**config.mk**
```make
export PLATFORM = sky130hd
export DESIGN_NAME = linear_interp_resampler
export DESIGN_NICKNAME = d
export VERILOG_FILES = /design/src/design/lir_pkg.sv /design/src/design/lir_fifo.sv /design/src/design/lir_front.sv /design/src/design/lir_back.sv /design/src/design/linear_interp_resampler.sv
export SDC_FILE = /design/constraint.sdc
export NUM_CORES = 2
export LEC_CHECK = 0
export BUFFER_PORTS_ARGS = -buffer_cell sky130_fd_sc_hd__buf_2
export CORE_MARGIN = 2
export CORE_UTILIZATION = 39
export CTS_CLUSTER_SIZE = 20
export DETAILED_ROUTE_END_ITERATION = 6
export SLEW_MARGIN = 15
export SYNTH_ARGS = -nofsm -noshare
export SYNTH_HDL_FRONTEND = slang
export SYNTH_SLANG_ARGS = --single-unit
```
**constraint.sdc**
```tcl
create_clock -name clk -period 21.7 [get_ports clk]
set_clock_uncertainty 0.15 [all_clocks]
set_input_delay 2.17 -clock clk [delete_from_list [all_inputs] [get_ports clk]]
set_output_delay 2.17 -clock clk [all_outputs]
set_load 0.02 [all_outputs]
```
**src/design/lir_pkg.sv**
```systemverilog
// Shared types and constants for the linear interpolation resampler.
// No dependencies; imported by the front end, the back end and the top level.

package lir_pkg;

  // Integer bits of the step and phase words above the fraction: five, enough
  // for the largest step of 16.0 and so that a phase plus a step never overflows.
  localparam int STEP_INT_BITS = 5;

  // Classification of one queued input word.
  typedef struct packed {
    logic first;  // No previous sample existed in this buffer.
    logic fin;    // The word closes the buffer.
  } lir_ctl_t;

endpackage

```
**src/design/lir_fifo.sv**
```systemverilog
// Two-entry command queue between the resampler front and back ends.
// Depends on nothing; the payload width is a parameter.

module lir_fifo #(
  parameter int WIDTH = 8
) (
  input  logic             clk,
  input  logic             rst_n,
  input  logic             push_valid,
  output logic             push_ready,
  input  logic [WIDTH-1:0] push_data,
  output logic             pop_valid,
  input  logic             pop_ready,
  output logic [WIDTH-1:0] pop_data
);

  localparam int DEPTH = 2;
  localparam int PTR_W = $clog2(DEPTH);
  localparam int CNT_W = $clog2(DEPTH + 1);

  logic [WIDTH-1:0] mem_r [DEPTH];
  logic [PTR_W-1:0] wr_ptr_r, wr_ptr_nxt;
  logic [PTR_W-1:0] rd_ptr_r, rd_ptr_nxt;
  logic [CNT_W-1:0] count_r, count_nxt;
  logic             do_push, do_pop;

  assign push_ready = (count_r != CNT_W'(DEPTH));
  assign pop_valid  = (count_r != '0);
  assign pop_data   = mem_r[rd_ptr_r];
  assign do_push    = push_valid && push_ready;
  assign do_pop     = pop_valid && pop_ready;

  always_comb begin
    wr_ptr_nxt = wr_ptr_r;
    rd_ptr_nxt = rd_ptr_r;
    count_nxt  = count_r;
    if (do_push) begin
      wr_ptr_nxt = (wr_ptr_r == PTR_W'(DEPTH - 1)) ? '0 : wr_ptr_r + PTR_W'(1);
    end
    if (do_pop) begin
      rd_ptr_nxt = (rd_ptr_r == PTR_W'(DEPTH - 1)) ? '0 : rd_ptr_r + PTR_W'(1);
    end
    if (do_push && !do_pop) begin
      count_nxt = count_r + CNT_W'(1);
    end else if (do_pop && !do_push) begin
      count_nxt = count_r - CNT_W'(1);
    end
  end

  always_ff @(posedge clk) begin
    if (!rst_n) begin
      wr_ptr_r <= '0;
      rd_ptr_r <= '0;
      count_r  <= '0;
    end else begin
      wr_ptr_r <= wr_ptr_nxt;
      rd_ptr_r <= rd_ptr_nxt;
      count_r  <= count_nxt;
    end
  end

  always_ff @(posedge clk) begin
    if (do_push) begin
      mem_r[wr_ptr_r] <= push_data;
    end
  end

endmodule

```
**src/design/lir_front.sv**
```systemverilog
// Front end of the resampler: accepts input words, keeps the previous sample
// and the step register, and queues one classified command per word. Uses lir_pkg.

module lir_front
  import lir_pkg::*;
#(
  parameter int SAMPLE_BITS  = 24,
  parameter int FRAC_BITS    = 16,
  parameter int MAX_UPSAMPLE = 16
) (
  input  logic                                clk,
  input  logic                                rst_n,
  input  logic                                in_valid,
  output logic                                in_ready,
  input  logic signed [SAMPLE_BITS-1:0]       in_sample,
  input  logic                                in_final_req,
  input  logic                                cfg_valid,
  output logic                                cfg_ready,
  input  logic [FRAC_BITS+STEP_INT_BITS-1:0]  cfg_step,
  output logic                                q_valid,
  input  logic                                q_ready,
  output lir_ctl_t                            q_ctl,
  output logic signed [SAMPLE_BITS-1:0]       q_a,
  output logic signed [SAMPLE_BITS:0]         q_diff,
  output logic [FRAC_BITS+STEP_INT_BITS-1:0]  q_step
);

  localparam int STEP_W = FRAC_BITS + STEP_INT_BITS;
  localparam logic [STEP_W-1:0] STEP_ONE = STEP_W'(2 ** FRAC_BITS);
  localparam logic [STEP_W-1:0] STEP_MIN =
    STEP_W'((2 ** FRAC_BITS + MAX_UPSAMPLE - 1) / MAX_UPSAMPLE);
  localparam logic [STEP_W-1:0] STEP_MAX = STEP_W'(2 ** (FRAC_BITS + 4));

  logic [STEP_W-1:0]             step_r;
  logic signed [SAMPLE_BITS-1:0] prev_r, prev_nxt;
  logic                          have_prev_r, have_prev_nxt;
  logic                          accept;

  assign cfg_ready = 1'b1;
  assign in_ready  = q_ready;
  assign q_valid   = in_valid;
  assign accept    = in_valid && q_ready;

  assign q_ctl.first = !have_prev_r;
  assign q_ctl.fin   = in_final_req;
  assign q_a         = prev_r;
  assign q_diff      = $signed({in_sample[SAMPLE_BITS-1], in_sample})
                     - $signed({prev_r[SAMPLE_BITS-1], prev_r});

  // Out-of-range steps are clamped so that one interval yields at most
  // MAX_UPSAMPLE results.
  always_comb begin
    if (step_r < STEP_MIN) begin
      q_step = STEP_MIN;
    end else if (step_r > STEP_MAX) begin
      q_step = STEP_MAX;
    end else begin
      q_step = step_r;
    end
  end

  always_comb begin
    prev_nxt      = prev_r;
    have_prev_nxt = have_prev_r;
    if (accept) begin
      if (in_final_req) begin
        prev_nxt      = '0;
        have_prev_nxt = 1'b0;
      end else begin
        prev_nxt      = in_sample;
        have_prev_nxt = 1'b1;
      end
    end
  end

  always_ff @(posedge clk) begin
    if (!rst_n) begin
      step_r      <= STEP_ONE;
      prev_r      <= '0;
      have_prev_r <= 1'b0;
    end else begin
      if (cfg_valid) begin
        step_r <= cfg_step;
      end
      prev_r      <= prev_nxt;
      have_prev_r <= have_prev_nxt;
    end
  end

endmodule

```
**src/design/lir_back.sv**
```systemverilog
// Back end of the resampler: walks the read position across each queued
// interval, then runs a multiply stage and a round stage into the output
// register. Uses lir_pkg.

module lir_back
  import lir_pkg::*;
#(
  parameter int SAMPLE_BITS  = 24,
  parameter int FRAC_BITS    = 16,
  parameter int MAX_UPSAMPLE = 16
) (
  input  logic                                clk,
  input  logic                                rst_n,
  input  logic                                q_valid,
  output logic                                q_pop,
  input  lir_ctl_t                            q_ctl,
  input  logic signed [SAMPLE_BITS-1:0]       q_a,
  input  logic signed [SAMPLE_BITS:0]         q_diff,
  input  logic [FRAC_BITS+STEP_INT_BITS-1:0]  q_step,
  output logic                                out_valid,
  input  logic                                out_ready,
  output logic signed [SAMPLE_BITS-1:0]       out_result,
  output logic                                out_run_end,
  output logic                                out_buffer_end
);

  localparam int STEP_W = FRAC_BITS + STEP_INT_BITS;
  localparam int CNT_W  = $clog2(MAX_UPSAMPLE + 1);
  localparam int PROD_W = SAMPLE_BITS + FRAC_BITS + 2;
  localparam logic [STEP_W-1:0] STEP_ONE = STEP_W'(2 ** FRAC_BITS);
  localparam logic [CNT_W-1:0]  CNT_MAX  = CNT_W'(MAX_UPSAMPLE);
  localparam logic [PROD_W-1:0] HALF     = PROD_W'(2 ** (FRAC_BITS - 1));

  localparam logic [1:0] S_IDLE   = 2'd0;
  localparam logic [1:0] S_INTERP = 2'd1;
  localparam logic [1:0] S_TAIL   = 2'd2;

  // Sequencer state.
  logic [1:0]                    state_r, state_nxt;
  logic signed [SAMPLE_BITS-1:0] a_r, a_nxt;
  logic signed [SAMPLE_BITS:0]   diff_r, diff_nxt;
  logic [STEP_W-1:0]             st_r, st_nxt;
  logic                          fin_r, fin_nxt;
  logic [STEP_W-1:0]             phase_r, phase_nxt;
  logic [CNT_W-1:0]              cnt_r, cnt_nxt;

  logic                          emit_ok, more_same, iss_valid, iss_ready;
  logic                          iss_last, iss_bend;
  logic [STEP_W-1:0]             p_next, p_after, entry_after;
  logic [CNT_W-1:0]              cnt_inc;
  logic signed [SAMPLE_BITS-1:0] iss_a;
  logic signed [SAMPLE_BITS:0]   iss_diff;
  logic signed [PROD_W-1:0]      prod;

  // Multiply stage.
  logic                          p1_valid_r;
  logic signed [PROD_W-1:0]      p1_prod_r;
  logic signed [SAMPLE_BITS-1:0] p1_a_r;
  logic                          p1_last_r, p1_bend_r;

  // Output register.
  logic                          out_valid_r;
  logic signed [SAMPLE_BITS-1:0] out_result_r;
  logic                          out_run_end_r, out_buffer_end_r;

  logic                          out_free;
  logic [PROD_W-1:0]             acc;

  assign emit_ok     = (phase_r < STEP_ONE) && (cnt_r < CNT_MAX);
  assign p_next      = phase_r + st_r;
  assign cnt_inc     = cnt_r + CNT_W'(1);
  assign more_same   = (p_next < STEP_ONE) && (cnt_inc < CNT_MAX);
  assign p_after     = (p_next >= STEP_ONE) ? p_next - STEP_ONE : '0;
  assign entry_after = (phase_r >= STEP_ONE) ? phase_r - STEP_ONE : '0;

  always_comb begin
    state_nxt = state_r;
    a_nxt     = a_r;
    diff_nxt  = diff_r;
    st_nxt    = st_r;
    fin_nxt   = fin_r;
    phase_nxt = phase_r;
    cnt_nxt   = cnt_r;
    q_pop     = 1'b0;
    iss_valid = 1'b0;
    iss_last  = 1'b0;
    iss_bend  = 1'b0;
    iss_a     = a_r;
    iss_diff  = diff_r;
    unique case (state_r)
      S_IDLE: begin
        if (q_valid) begin
          q_pop    = 1'b1;
          a_nxt    = q_a;
          diff_nxt = q_diff;
          st_nxt   = q_step;
          fin_nxt  = q_ctl.fin;
          cnt_nxt  = '0;
          if (q_ctl.first) begin
            // The first sample of a buffer only opens an interval, unless it
            // also closes the buffer.
            phase_nxt = '0;
            state_nxt = q_ctl.fin ? S_TAIL : S_IDLE;
          end else begin
            state_nxt = S_INTERP;
          end
        end
      end
      S_INTERP: begin
        if (emit_ok) begin
          iss_valid = 1'b1;
          // The last interpolated word ends the run unless tail zeros follow.
          iss_last  = !more_same && !(fin_r && (p_after < STEP_ONE));
          iss_bend  = iss_last && fin_r;
          if (iss_ready) begin
            phase_nxt = p_next;
            cnt_nxt   = cnt_inc;
            if (!more_same) begin
              phase_nxt = p_after;
              cnt_nxt   = '0;
              state_nxt = fin_r ? S_TAIL : S_IDLE;
            end
          end
        end else begin
          phase_nxt = entry_after;
          cnt_nxt   = '0;
          state_nxt = fin_r ? S_TAIL : S_IDLE;
        end
      end
      S_TAIL: begin
        iss_a    = '0;
        iss_diff = '0;
        if (emit_ok) begin
          iss_valid = 1'b1;
          iss_last  = !more_same;
          iss_bend  = !more_same;
          if (iss_ready) begin
            phase_nxt = p_next;
            cnt_nxt   = cnt_inc;
            if (!more_same) begin
              phase_nxt = '0;
              state_nxt = S_IDLE;
            end
          end
        end else begin
          phase_nxt = '0;
          state_nxt = S_IDLE;
        end
      end
      default: begin
        state_nxt = S_IDLE;
      end
    endcase
  end

  assign prod = iss_diff * $signed({1'b0, phase_r[FRAC_BITS-1:0]});

  assign out_free  = !out_valid_r || out_ready;
  assign iss_ready = !p1_valid_r || out_free;

  // Round half up: add one half and take the floor by dropping the fraction.
  assign acc = {{2{p1_a_r[SAMPLE_BITS-1]}}, p1_a_r, {FRAC_BITS{1'b0}}}
             + p1_prod_r + HALF;

  always_ff @(posedge clk) begin
    if (!rst_n) begin
      state_r     <= S_IDLE;
      phase_r     <= '0;
      cnt_r       <= '0;
      p1_valid_r  <= 1'b0;
      out_valid_r <= 1'b0;
    end else begin
      state_r <= state_nxt;
      phase_r <= phase_nxt;
      cnt_r   <= cnt_nxt;
      if (iss_ready) begin
        p1_valid_r <= iss_valid;
      end
      if (out_free) begin
        out_valid_r <= p1_valid_r;
      end
    end
  end

  always_ff @(posedge clk) begin
    a_r    <= a_nxt;
    diff_r <= diff_nxt;
    st_r   <= st_nxt;
    fin_r  <= fin_nxt;
    if (iss_ready) begin
      p1_prod_r <= prod;
      p1_a_r    <= iss_a;
      p1_last_r <= iss_last;
      p1_bend_r <= iss_bend;
    end
    if (out_free && p1_valid_r) begin
      out_result_r     <= acc[FRAC_BITS +: SAMPLE_BITS];
      out_run_end_r    <= p1_last_r;
      out_buffer_end_r <= p1_bend_r;
    end
  end

  assign out_valid      = out_valid_r;
  assign out_result     = out_result_r;
  assign out_run_end    = out_run_end_r;
  assign out_buffer_end = out_buffer_end_r;

endmodule

```
**src/design/linear_interp_resampler.sv**
```systemverilog
// Top level of the linear interpolation resampler.
// Depends on lir_pkg, lir_front, lir_fifo and lir_back.
//
// Usage:
//   in_*   : one input word per sample of the buffer; in_final_req marks the
//            last sample. Valid/ready handshake.
//   out_*  : interpolated words; out_run_end marks the last word caused by an
//            input word, out_buffer_end the last word of the buffer.
//   cfg_*  : write of the step register (Q5.16 by default, input rate over
//            output rate); cfg_ready is always high. Write it between buffers.
// Timing:
//   The back-end sequencer fetches each command in its idle state, then issues
//   one result per cycle while the multiply stage can take it. A word after
//   the first of a buffer passes through the interpolation state even when it
//   has no result, and a final word then issues any tail words from the tail
//   state. Results pass the multiply stage register, then the output register.
//   A two-entry queue lets the front keep accepting words while the back works.
// Reset: synchronous, active low; clears the step to 1.0, the previous sample,
//   the read position, the queue and the output register.
// Stall: when out_ready is low the output register and multiply stage hold,
//   the sequencer waits, and in_ready drops once the queue is full.

module linear_interp_resampler
  import lir_pkg::*;
#(
  parameter int SAMPLE_BITS  = 24,
  parameter int FRAC_BITS    = 16,
  parameter int MAX_UPSAMPLE = 16
) (
  input  logic                                clk,
  input  logic                                rst_n,
  input  logic                                in_valid,
  output logic                                in_ready,
  input  logic signed [SAMPLE_BITS-1:0]       in_sample,
  input  logic                                in_final_req,
  output logic                                out_valid,
  input  logic                                out_ready,
  output logic signed [SAMPLE_BITS-1:0]       out_result,
  output logic                                out_run_end,
  output logic                                out_buffer_end,
  input  logic                                cfg_valid,
  output logic                                cfg_ready,
  input  logic [FRAC_BITS+STEP_INT_BITS-1:0]  cfg_step
);

  localparam int STEP_W = FRAC_BITS + STEP_INT_BITS;
  localparam int CTL_W  = $bits(lir_ctl_t);
  localparam int Q_W    = CTL_W + SAMPLE_BITS + (SAMPLE_BITS + 1) + STEP_W;

  logic                          fq_valid, fq_ready;
  lir_ctl_t                      fq_ctl;
  logic signed [SAMPLE_BITS-1:0] fq_a;
  logic signed [SAMPLE_BITS:0]   fq_diff;
  logic [STEP_W-1:0]             fq_step;

  logic                          bq_valid, bq_pop;
  logic [Q_W-1:0]                bq_data;
  lir_ctl_t                      bq_ctl;
  logic signed [SAMPLE_BITS-1:0] bq_a;
  logic signed [SAMPLE_BITS:0]   bq_diff;
  logic [STEP_W-1:0]             bq_step;

  lir_front #(
    .SAMPLE_BITS (SAMPLE_BITS),
    .FRAC_BITS   (FRAC_BITS),
    .MAX_UPSAMPLE(MAX_UPSAMPLE)
  ) u_front (
    .clk         (clk),
    .rst_n       (rst_n),
    .in_valid    (in_valid),
    .in_ready    (in_ready),
    .in_sample   (in_sample),
    .in_final_req(in_final_req),
    .cfg_valid   (cfg_valid),
    .cfg_ready   (cfg_ready),
    .cfg_step    (cfg_step),
    .q_valid     (fq_valid),
    .q_ready     (fq_ready),
    .q_ctl       (fq_ctl),
    .q_a         (fq_a),
    .q_diff      (fq_diff),
    .q_step      (fq_step)
  );

  lir_fifo #(
    .WIDTH(Q_W)
  ) u_fifo (
    .clk       (clk),
    .rst_n     (rst_n),
    .push_valid(fq_valid),
    .push_ready(fq_ready),
    .push_data ({fq_ctl, fq_a, fq_diff, fq_step}),
    .pop_valid (bq_valid),
    .pop_ready (bq_pop),
    .pop_data  (bq_data)
  );

  assign {bq_ctl, bq_a, bq_diff, bq_step} = bq_data;

  lir_back #(
    .SAMPLE_BITS (SAMPLE_BITS),
    .FRAC_BITS   (FRAC_BITS),
    .MAX_UPSAMPLE(MAX_UPSAMPLE)
  ) u_back (
    .clk           (clk),
    .rst_n         (rst_n),
    .q_valid       (bq_valid),
    .q_pop         (bq_pop),
    .q_ctl         (bq_ctl),
    .q_a           (bq_a),
    .q_diff        (bq_diff),
    .q_step        (bq_step),
    .out_valid     (out_valid),
    .out_ready     (out_ready),
    .out_result    (out_result),
    .out_run_end   (out_run_end),
    .out_buffer_end(out_buffer_end)
  );

endmodule

```
* After elaboration in Yosys (flattened, before gate mapping)
Memories as Yosys holds them, arrays and structs flattened. A register that Yosys moved wholly into a read port is not among the register bits.
Cells that the tools add are included.
** Storage, ports and cells
- Register bits after elaboration :: 243
- Bits in latches :: 0
- Memory bits (writable) :: 144
- Memory bits (read-only) :: 0
- Bits of input ports :: 51
- Output and inout bits :: 29
- Word-level logic and storage cells :: 134
- Memories :: 1
** Cells by class
- $add $sub $neg :: 11
- Multiply operators :: 1
- Div/mod/pow operators :: 0
- Magnitude comparators :: 9
- Eq/ne operators :: 11
- Shift operators :: 0
- Muxes and demuxes :: 51
- Bitwise gates (word level) :: 0
- Reductions and logical operators :: 28
** Memories
- u_fifo.mem_r :: depth 2, bits a word 72, rd ports 1, clocked after Yosys merged registers in 1, wr ports 1, RTL line lir_fifo.sv:21 : logic [WIDTH-1:0] mem_r [DEPTH];
** Operators with widths (number)
- $mux W21 :: 12
- $lt A21 B17 Y1 const B :: 3
- $pmux W21 S3 :: 1
- $ge A21 B17 Y1 const B :: 2
- $sub A21 B17 Y21 const B :: 2
- $add A40 B16 Y40 const B :: 1
- $add A40 B40 Y40 :: 1
- $mul A25 B17 Y40 :: 1
- $mux W5 :: 6
- $mux W25 :: 1
- $sub A24 B24 Y25 :: 1
- $mux W2 :: 12
- $mux W24 :: 1
- $add A21 B21 Y21 :: 1
- $gt A21 B21 Y1 const B :: 1
- $lt A21 B13 Y1 const B :: 1
- $pmux W5 S3 :: 1
- $reduce_and A5 Y1 :: 3
- $mux W1 :: 14
- $ne A3 B3 Y1 const B :: 4
- $logic_and A1 B1 Y1 :: 10
- $lt A5 B5 Y1 const B :: 2
- $logic_not A1 Y1 :: 7
- $ne A2 B2 Y1 const B :: 3
- 15 further kinds :: 20

* Depth between registers and ports, before layout
- Depth in word-level cells :: 10
- Mapped depth :: 30
- Depth with buffers taken out :: 27

* Hierarchy
From an unflattened synthesis, not the netlist that was laid out.
** Unflattened totals
- Cells, all modules :: 2813
- Area total of the unflattened synthesis :: 30591.8 um2
** By module, submodules not included
- lir_back :: times used 1, cells an instance 2156, area an instance 21853.5 um2
- lir_fifo :: times used 1, cells an instance 248, area an instance 5430.2 um2
- lir_front :: times used 1, cells an instance 409, area an instance 3308.2 um2

* Worst setup path before layout
No wires, ideal clock.
- Path type :: reg2reg
- From :: reg u_back.state_r[0]
- To :: reg u_back.p1_prod_r[39] (data pin)
- Library setup time :: 0.260 ns
- Data arrival time :: 7.089 ns
- Data required time :: 21.290 ns
- Slack :: 14.201 ns
- Cell stages (with the launch flop) :: 29
- Period minus slack after synthesis :: 7.499 ns
- Cell sequence :: dfxtp_1 -> inv_1 -> ha_1 -> clkbuf_1 -> clkbuf_1 -> clkbuf_1 -> nor2b_1 -> clkbuf_1 -> nand2_1 -> fa_1 -> fa_1 -> fa_1 -> inv_1 -> fa_1 -> fa_1 -> inv_1 -> fa_1 -> inv_1 -> ha_1 -> a21o_1 -> a211o_1 -> o211ai_1 -> a31oi_1 -> o311ai_0 -> nand3_1 -> a21oi_1 -> o311ai_0 -> a21oi_1 -> xnor2_1
** Between the ends
- Longest elaborated chain between the ends :: 3
** Ends and longest elaborated chain
- start, declared :: RTL line lir_back.sv:39 : logic [1:0] state_r, state_nxt;
- start signal, assigned :: RTL line lir_back.sv:173 : state_r <= state_nxt;
- $eq A2 B2 Y1 :: RTL line lir_back.sv:90 : unique case (state_r)
- $mux W25 :: RTL line lir_back.sv:90
- $mul A25 B17 Y40 :: RTL line lir_back.sv:156 : assign prod = iss_diff * $signed({1'b0, phase_r[FRAC_BITS-1:0]});
- via u_back.prod[39] :: RTL line lir_back.sv:53 : logic signed [PROD_W-1:0] prod;
- end signal, assigned :: RTL line lir_back.sv:191 : p1_prod_r <= prod;
- end, declared :: RTL line lir_back.sv:57 : logic signed [PROD_W-1:0] p1_prod_r;
The timed path passes the listed nets, and every way through them passes these cells.
A chain may end at the register's enable or synchronous reset.

* Worst setup path after layout
Same ends and word-level chain as after synthesis.

==> flow_metrics.tcl <==
set metrics [dict create \
    status "complete, no violations" \
    io_buffers 78 \
    required_ps 21870 \
    grt_max_degree 72 \
    r2r_cells 27 \
    synth_flop_cell "edfxtp_1" \
    grt_pass1_vias 19920 \
    cts_root_buf "clkbuf_16" \
    row_count 102 \
    track_usage 0.1685 \
    clockBufferDepth 3 \
    synthArstFlopShare 0 \
    start_kind "flip-flop" \
    start_util 0.3939 \
    die_w_microns 283.7 \
    crit_type "reg -> reg" \
    synth_area_sq_um 30510 \
    area_growth_pct 10.23 \
    crit_path_start "u_back.state_r[0]" \
    final_nets 3515 \
    syn_avg_cell_area_sq_um 10.70 \
    hold_class "reg -> reg" \
    hpwl_microns 51350 \
    slowest_delay_ps 950 \
    slew_headroom 0.2368 \
    num_io_pins 80 \
    fmax_mhz 118.6 \
    via_count 19370 \
    vias_per_cell 4.860 \
    numCtsBuffers 43 \
    dr.pass1.iters 5 \
    r2r-start "u_back.state_r[0]" \
    syn_nets 3456 \
    routed_wl_microns 67000 \
    cts_setup_buffers 0 \
    crit_slowest_cell "nor2b_1" \
    p_leak_nw 15.06 \
    setup_violations 0 \
    dr.first_iter.drc_count 1084 \
    crit_arrival_ps 8610 \
    path_clk_slew_ps 60 \
    cp-endpoint "u_back.p1_prod_r[39]" \
    r2r_slack_ps 13270 \
    finalCritPeriodShare 0.3886 \
    worstSetupEndpointType "flip-flop" \
    die_area_sq_um 80490 \
    die_h_microns 283.7 \
    yosysWarnings 0 \
    finalHoldViolCount 0 \
    hold_buffers 0 \
    finalNonFillerCells 3986 \
    core-area_sq_um 77470 \
    ys_ff_latch 373 \
    seq_area_frac_synth 0.3405 \
    r2r-end "u_back.p1_prod_r[39]" \
    drc_errors 0 \
    place_inst 3906 \
    n_fill_cell 7360 \
    clk_latency_ps 570 \
    rsz0062_at_grt "no" \
    ant_nets 0 \
    gp_congestion 0.8508 \
    fin_setup_tns_ps 0 \
    drv_slew 0 \
    grt_pass1_wl_microns 107700 \
    synthCells 2852 \
    cts_sinks 373 \
    cts_resized 0 \
    antenna_found_initial 2 \
    wl_per_cell_microns 16.81 \
    max_cap_viol_count 0 \
    cp_max_fo 56 \
    synth_edf_count 292 \
    post-route-util 0.4342 \
    vdd_drop_max_v 0.00006339 \
    power_density_nw_per_um2 86.65 \
    drive_above_1_share 0.1036 \
    tightest_slew_ps 1142 \
    htree_levels 2 \
    synth_cell_types 79 \
    grt_overflow 0 \
    layout_min_cycle_time_ps 8433 \
    tritoncts "yes" \
]
[worst min path at each step]
stage / end / cells past startpoint / start / slack, ps
detailed placement: u_back.out_run_end / 0 / u_back.p1_last_r / 260
global placement: u_back.out_run_end / 0 / u_back.p1_last_r / 260
finish: u_back.out_run_end / 0 / u_back.p1_last_r / 270
global route: u_back.out_run_end / 0 / u_back.p1_last_r / 300
floorplan: u_back.out_buffer_end / 0 / u_back.p1_bend_r / 250
CTS: u_back.out_run_end / 0 / u_back.p1_last_r / 280
[power by group]
part	switching [W]	internal [W]	total, W
sequential	0.0000648	0.00103	0.00109
clock	0.000287	0.000455	0.000742
combinational	0.000705	0.000373	0.00108
[critical path: cells and delay by family, from the launching register on]
kind                     cells  cell delay (ps)
adder cells (fa/ha/maj)      8             3490
AO/OA/AOI/OAI                8             2060
buffers and inverters        7              600
AND/OR/NAND/NOR              3             1360
flip-flops                   1              370
XOR/XNOR                     1               70
[kinds of logic after synthesis]
kind of cell	Yosys count	share of synthesized area
xor gates and xnor gates	101	0.02899
adders and majority gates	553	0.3203
muxes	96	0.03449
AOI/OAI and AO/OA	299	0.06582
and+or+nand+nor	808	0.1330
buffers and inverters	621	0.07677
DFF	373	0.3405
other	1	0.0001229
[metrics by stage]
step	setup slack, ps	power [W]	instance area (sq um)	hold WS, ps
2_1_floorplan	14200	0.001831	30510	250.3
3_3_place_gp	13040	0.002173	32150	258.9
3_5_place_dp	13160	0.002189	32150	262.9
4_1_cts	13160	0.002949	33630	276.8
5_1_grt	12630	0.003106	33630	301.2
6_report	13270	0.002914	33630	273.8
[registers in the layout, indices dropped and copies added, names as in the netlist, 5 cells and up, named ones only]
signal,cells
u_back.a_r,24
u_back.cnt_r,5
u_back.diff_r,25
u_back.out_result,24
u_back.p1_a_r,24
u_back.p1_prod_r,25
u_back.phase_r,21
u_back.st_r,21
u_fifo.mem_r,144
u_front.q_a,24
u_front.step_r,21
[routing by layer]
metal / up-vias / wire [microns] / part of all wire / track usage
met3: 91 / 4554 / 0.068 / 0.03834
met5: - / 0 / 0 / 0
li1: 9282 / - / - / -
met2: 464 / 29080 / 0.43 / 0.2611
met4: 0 / 1549 / 0.023 / 0.04484
met1: 9535 / 31810 / 0.47 / 0.2377
[cells in the final DEF (no fill, tap or decap), drive strengths merged, types with 9 or more instances in the layout]
cell type,n
xnor2,66
nand3,19
nor4,10
mux2,73
nor2,124
a31oi,12
clkbuf,57
a22o,15
and2,178
a21oi,97
inv,512
clkinv,11
o21bai,11
edfxtp,292
buf,124
nand4,9
dfxtp,81
fa,380
o21ai,52
nand2b,13
mux2i,23
a211oi,13
xor2,35
nor3b,26
ha,173
o21a,15
a21o,30
nand2,291
nor2b,70
and3,15
nor3,24
[synthesized netlist by cell type (35+ instances only)]
cell type	number	area, sq um
fa_1	380	7607
edfxtp_1	292	8768
nor2b_1	69	431.7
clkbuf_1	102	382.9
ha_1	173	2165
xnor2_1	66	578.1
mux2_2	73	822.0
nand2_1	291	1092
xor2_1	35	306.5
a21oi_1	95	475.5
inv_1	511	1918
o21ai_0	45	225.2
nor2_1	124	465.5
dfxtp_1	81	1622
and2_1	178	1114
[layout make-up]
| type | count | area, sq um | share of cell area |
|---|---|---|---|
| antenna | 1 | 2.502 | 0.00007440 |
| clock buffer | 57 | 1179 | 0.03504 |
| clock inverter | 22 | 294.0 | 0.008742 |
| inverter | 511 | 1918 | 0.05703 |
| multi-input combinational | 1858 | 17810 | 0.5296 |
| sequential | 373 | 10390 | 0.3090 |
| tap | 1040 | 1301 | 0.03869 |
| timing repair buffer | 124 | 735.7 | 0.02187 |
(Power assumes the default switching activity.)
